$ cat config.mk
export PLATFORM = sky130hd
export DESIGN_NAME = q12mvt_row
export DESIGN_NICKNAME = d
export VERILOG_FILES = /design/src/rtl/core/q12mvt_pkg.sv /design/src/rtl/core/q12mvt_row.sv
export SDC_FILE = /design/constraint.sdc
export NUM_CORES = 2
export LEC_CHECK = 0
export ABC_AREA = 0
export BUFFER_PORTS_ARGS = -buffer_cell sky130_fd_sc_hd__buf_2
export CORE_MARGIN = 4
export CORE_UTILIZATION = 55
export DETAILED_ROUTE_END_ITERATION = 10
export GPL_TIMING_DRIVEN = 0
export PLACE_DENSITY = 0.73
export SLEW_MARGIN = 20
export SYNTH_ARGS = -nofsm -noshare
export SYNTH_HDL_FRONTEND = slang
export SYNTH_SLANG_ARGS = --single-unit
$ cat constraint.sdc
create_clock -name vclk -period 19.8
set_input_delay 0.99 -clock vclk [all_inputs]
set_output_delay 0.99 -clock vclk [all_outputs]
set_load 0.05 [all_outputs]
$ cat src/rtl/core/q12mvt_pkg.sv
// Shared widths, register map and item flag type for the 3x3 Q4.12
// matrix-vector transform. No dependencies.
`default_nettype none

package q12mvt_pkg;

  localparam int unsigned DataW  = 32;  // vector components and results
  localparam int unsigned CoefW  = 16;  // one signed 4.12 coefficient
  localparam int unsigned RowW   = 3 * CoefW;
  localparam int unsigned ShortW = 16;  // short-result wrap width
  localparam int unsigned FracW  = 12;  // fraction bits dropped after the dot product
  localparam int unsigned ProdW  = DataW + CoefW;

  // APB: 64-bit data, registers on 8-byte strides
  localparam int unsigned PDataW = 64;
  localparam int unsigned PAddrW = 6;
  localparam int unsigned IdxLsb = 3;
  localparam int unsigned IdxW   = PAddrW - IdxLsb;

  typedef enum logic [IdxW-1:0] {
    RegRow0   = 3'd0,
    RegRow1   = 3'd1,
    RegRow2   = 3'd2,
    RegTransX = 3'd3,
    RegTransY = 3'd4,
    RegTransZ = 3'd5
  } reg_idx_e;

  // identity matrix after reset
  localparam logic [RowW-1:0] Row0Reset = 48'h0000_0000_1000;
  localparam logic [RowW-1:0] Row1Reset = 48'h0000_1000_0000;
  localparam logic [RowW-1:0] Row2Reset = 48'h1000_0000_0000;

  typedef struct packed {
    logic add_translation;
    logic short_result;
  } item_flags_t;

endpackage

`default_nettype wire

$ cat src/rtl/core/q12mvt_row.sv
// One matrix row: dot product with the vector, arithmetic shift, optional
// translation and 16-bit wrap. Depends on q12mvt_pkg.
`default_nettype none

module q12mvt_row (
  input  logic [q12mvt_pkg::RowW-1:0]  coeffs_i,
  input  logic [q12mvt_pkg::DataW-1:0] vec_x_i,
  input  logic [q12mvt_pkg::DataW-1:0] vec_y_i,
  input  logic [q12mvt_pkg::DataW-1:0] vec_z_i,
  input  logic [q12mvt_pkg::DataW-1:0] trans_i,
  input  q12mvt_pkg::item_flags_t      flags_i,
  output logic [q12mvt_pkg::DataW-1:0] result_o
);

  logic [q12mvt_pkg::ProdW-1:0] prod0, prod1, prod2;
  logic [q12mvt_pkg::DataW-1:0] acc, shifted, sum_t;

  // only the low 32 bits of each product matter: everything wraps mod 2^32
  assign prod0 = $signed(coeffs_i[q12mvt_pkg::CoefW-1:0]) * $signed(vec_x_i);
  assign prod1 = $signed(coeffs_i[2*q12mvt_pkg::CoefW-1:q12mvt_pkg::CoefW]) * $signed(vec_y_i);
  assign prod2 = $signed(coeffs_i[3*q12mvt_pkg::CoefW-1:2*q12mvt_pkg::CoefW]) * $signed(vec_z_i);

  always_comb begin
    acc     = prod0[q12mvt_pkg::DataW-1:0] + prod1[q12mvt_pkg::DataW-1:0]
            + prod2[q12mvt_pkg::DataW-1:0];
    shifted = $unsigned($signed(acc) >>> q12mvt_pkg::FracW);
    sum_t   = flags_i.add_translation ? shifted + trans_i : shifted;
    if (flags_i.short_result) begin
      result_o = {{(q12mvt_pkg::DataW-q12mvt_pkg::ShortW){sum_t[q12mvt_pkg::ShortW-1]}},
                  sum_t[q12mvt_pkg::ShortW-1:0]};
    end else begin
      result_o = sum_t;
    end
  end

endmodule

`default_nettype wire

; ---- After elaboration in Yosys (flattened, before gate mapping)
; Cells that the tools add are included.
[op_classes]
mul = 3
muxes = 2
n_addsub = 3
[ops]
columns = operator, n
row1 = $add 32x32->32, 3
row2 = $mul 16x32->32, 3
row3 = $mux 32, 2
[totals]
inputBits = 178
wordCells = 8
out_inout_bits = 32
register_bits = 0

; ---- Logic depth before layout (Yosys ltp)
[logic_depth]
word_depth = 6
ltp_mapped = 42
depth_no_buf = 40

; ---- Worst setup path after synthesis
; No wires, ideal clock.
[synth_timing]
kind = in2out
from = in coeffs_i[3] in the netlist's numbering
to = out result_o[31] in the netlist's numbering
path_buffers = 2
cell_stages = 37
t_required_ns = 18.810
setup_slack_ns = 7.514
arrival_ns = 11.296
cell_sequence = clkbuf_1 clkbuf_1 nand2_1 fa_1 fa_1 inv_1 fa_1 inv_1 fa_1 fa_1 inv_1 fa_1 fa_1 fa_1 fa_1 ha_1 and3_1 a221oi_1 o21ai_0 o21a_1 o2111ai_2 a21oi_1 o31ai_1 o21bai_1 xnor2_1 inv_1 ha_1 nand3_1 nor3_1 and2_1 a221o_1 a21oi_2 a31oi_1 mux2_4 o31ai_4 xnor2_1 a21oi_1
[synth_between]
elab_chain_len = 6
[synth_lines]
columns = item, line_no
row1 = start: declaration, q12mvt_row.sv:6  ; input logic [q12mvt_pkg::RowW-1:0] coeffs_i,
row2 = $mul 16x32->32 *, q12mvt_row.sv:19  ; assign prod0 = $signed(coeffs_i[q12mvt_pkg::CoefW-1:0]) * $signed(vec_x_i);
row3 = $add 32x32->32 *, q12mvt_row.sv:24  ; acc = prod0[q12mvt_pkg::DataW-1:0] + prod1[q12mvt_pkg::DataW-1:0]
row4 = $add 32x32->32 *, q12mvt_row.sv:25  ; + prod2[q12mvt_pkg::DataW-1:0];
row5 = $add 32x32->32, q12mvt_row.sv:27  ; sum_t = flags_i.add_translation ? shifted + trans_i : shifted;
row6 = $mux 32 *, q12mvt_row.sv:27
row7 = $mux 32 *, q12mvt_row.sv:28  ; if (flags_i.short_result) begin
row8 = end: declaration, q12mvt_row.sv:12  ; output logic [q12mvt_pkg::DataW-1:0] result_o
; Mark *: on every way between the ends. The rest lies on a longest branch, timed or not.

; ---- Worst setup path after layout
; Ends and elaborated chain as after synthesis.

==> out/results.ini <==
[global_route]
grt.total_usage_pct = 30.6
grt_pass1_wl_microns = 165000
grt_overflow = 0
first_global_vias = 29200
grt_antenna_before_repair = 12
grt_max_degree = 15

[synth]
synth.largest_area_cell = fa_1
avgSynthCellArea_sq_um = 8.93
yosysWarnings = 0
syn_nets = 5563
synth_top_area_share_pct = 55.7
ys_seq_area_share_pct = 0
postSynthCellCount = 4124
netlist_top_cells_area = fa_1 (56%), inv_1 (11%), ha_1 (8.0%)
syn_area_sq_um = 36800
ys_types = 48

[placed_design]
placed_cell_area_sq_um = 38900
place_hpwl_microns = 97100
portBuffers = 191
gp_congestion = 0.986

[floorplan]
start_util_pct = 55.7
core_sq_um = 66100
die_w_microns = 267
die_area_sq_um = 71200
rows = 94
ioPinCount = 210
die_y_microns = 267

[sta]
fin_crit_sh_pct = 73.4
drv_slew = 0
slew_headroom_pct = 32.4
setup-violations-final = 0
rsz0062_at_grt = false
fmax_ghz = 0.0688
worst_slew_pin_slew_ns = 1.01
period_needed_ns = 14.54
hold_violations = 0
tns_ns = 0

[cells_and_area]
clock_buffers = 0
seq_cells = 0
syn2layout_area_growth_pct = 5.60
nets = 5756
regArea_sq_um = 0
fin_area_sq_um = 38900
layout_commonest_cell = inv_1
layout-drive-gt1-share_pct = 4.96
final_cell_mix = inv_1 (1,107), fa_1 (1,025), nand2_1 (691), and2_1 (455), ha_1 (236)

[critical_path]
end_kind = output port
crit_fanout = 14
worstPathArrival_ns = 13.55
start_kind = input port
critPathKind = in2out
cp_top_family = adder cells
path_buf_inv = 8
critPathMostFrequentCell = fa_1
crit_slowest_cell = clkbuf_1
worstPathRequired_ns = 18.81
max_stage_delay_ns = 0.61

[routing]
wl_microns = 106000
drtAntennaViolNets = 0
route.detailed.drc = 0
first_pass_iters = 7
vias = 27800
drt_iter0_drc = 2120
vias_per_cell = 5.36
wire_per_inst_microns = 20.5

[clocking]
cts_resized = 0
cts_hold_buf = 0
cts_setup_buffers = 0

[worst_hold_path]
worstHoldPathCells = 4
hold_end = result_o[31]
min_from = flags_i[0]
hold_path.class = in2out

[run_status]
outcome = finished clean

[run]
maxCapViolations = 0

routing by layer:
metal  routed length, microns  vias up  GRT usage [%]  part of all wire (%)
li1                         -    12000              -                     -
met1                    40100    14200           41.9                    38
met3                    11900      230           7.41                    11
met2                    49500     1373           48.6                    46
met5                       28        -              0                 0.026
met4                     4910        4           10.4                   4.6
metrics by stage:
| step | util, % | setup slack, ns | hold WS (ns) | cells |
|---|---|---|---|---|
| after detailed placement | 58.8 | 5.44 | 2.50 | 5179 |
| after floorplan | - | 7.51 | 2.34 | 4124 |
| after global placement | 58.8 | 5.65 | 2.50 | 5179 |
| after CTS | 58.8 | 5.41 | 2.50 | 5179 |
| final | 58.9 | 5.26 | 2.51 | 5189 |
| after global routing | 58.8 | 4.54 | 2.55 | 5186 |
worst max path at each step:
stage                           start      endpoint  cells after the start
after detailed placement  coeffs_i[3]  result_o[31]                     39
after global placement    coeffs_i[3]  result_o[31]                     39
final                     coeffs_i[3]  result_o[31]                     39
after CTS                 coeffs_i[3]  result_o[31]                     39
after floorplan           coeffs_i[3]  result_o[31]                     37
after global routing      coeffs_i[3]  result_o[31]                     39
area by class of cell:
cell class,count,area [sq um]
diodes,10,25.0
plain buffers,188,712
fillers,6034,27200
inverters,1107,4160
multi-input cells,2829,32000
well taps,864,1080
repair buffers,191,956
cell usage after synthesis (2+ instances only):
cell type	number
a211oi_1	3
and3_1	7
and2_1	455
a211oi_2	2
o21bai_1	11
xor2_1	31
fa_1	1025
nand3_1	7
a21o_1	23
o21a_1	20
a211o_1	2
or3_1	2
nand4_1	3
nand2_1	691
inv_1	1107
a221oi_1	3
a21oi_1	40
buf_2	2
o21ai_0	20
o31ai_1	3
mux2_2	13
a21boi_0	2
nor3_1	4
mux2i_1	4
a31oi_1	3
nor3b_1	2
nor2_1	32
clkbuf_1	185
o211ai_1	3
nand2b_1	33
ha_1	236
xnor2_1	106
nor2b_1	29
tightest hold or removal path: stages:
cell and delay [ns]:
buf_2 0.10, and2_1 0.17, a21oi_1 0.05, buf_2 0.20
cell families (layout without fill, tap and decap cells):
group	Yosys count	in the layout	synth area share (%)
adders and majority gates	1261	1261	63.7
buffers and inverters	1295	1486	13.2
AOI/OAI and AO/OA	147	147	2.71
and+or+nand+nor	1266	1266	16.6
xor gates and xnor gates	137	137	3.26
muxes	18	18	0.547
other	0	10	0
Power is left out: the tool's default activity adds up to more than one toggle a clock period on the data nets, which glitch-free logic cannot reach.
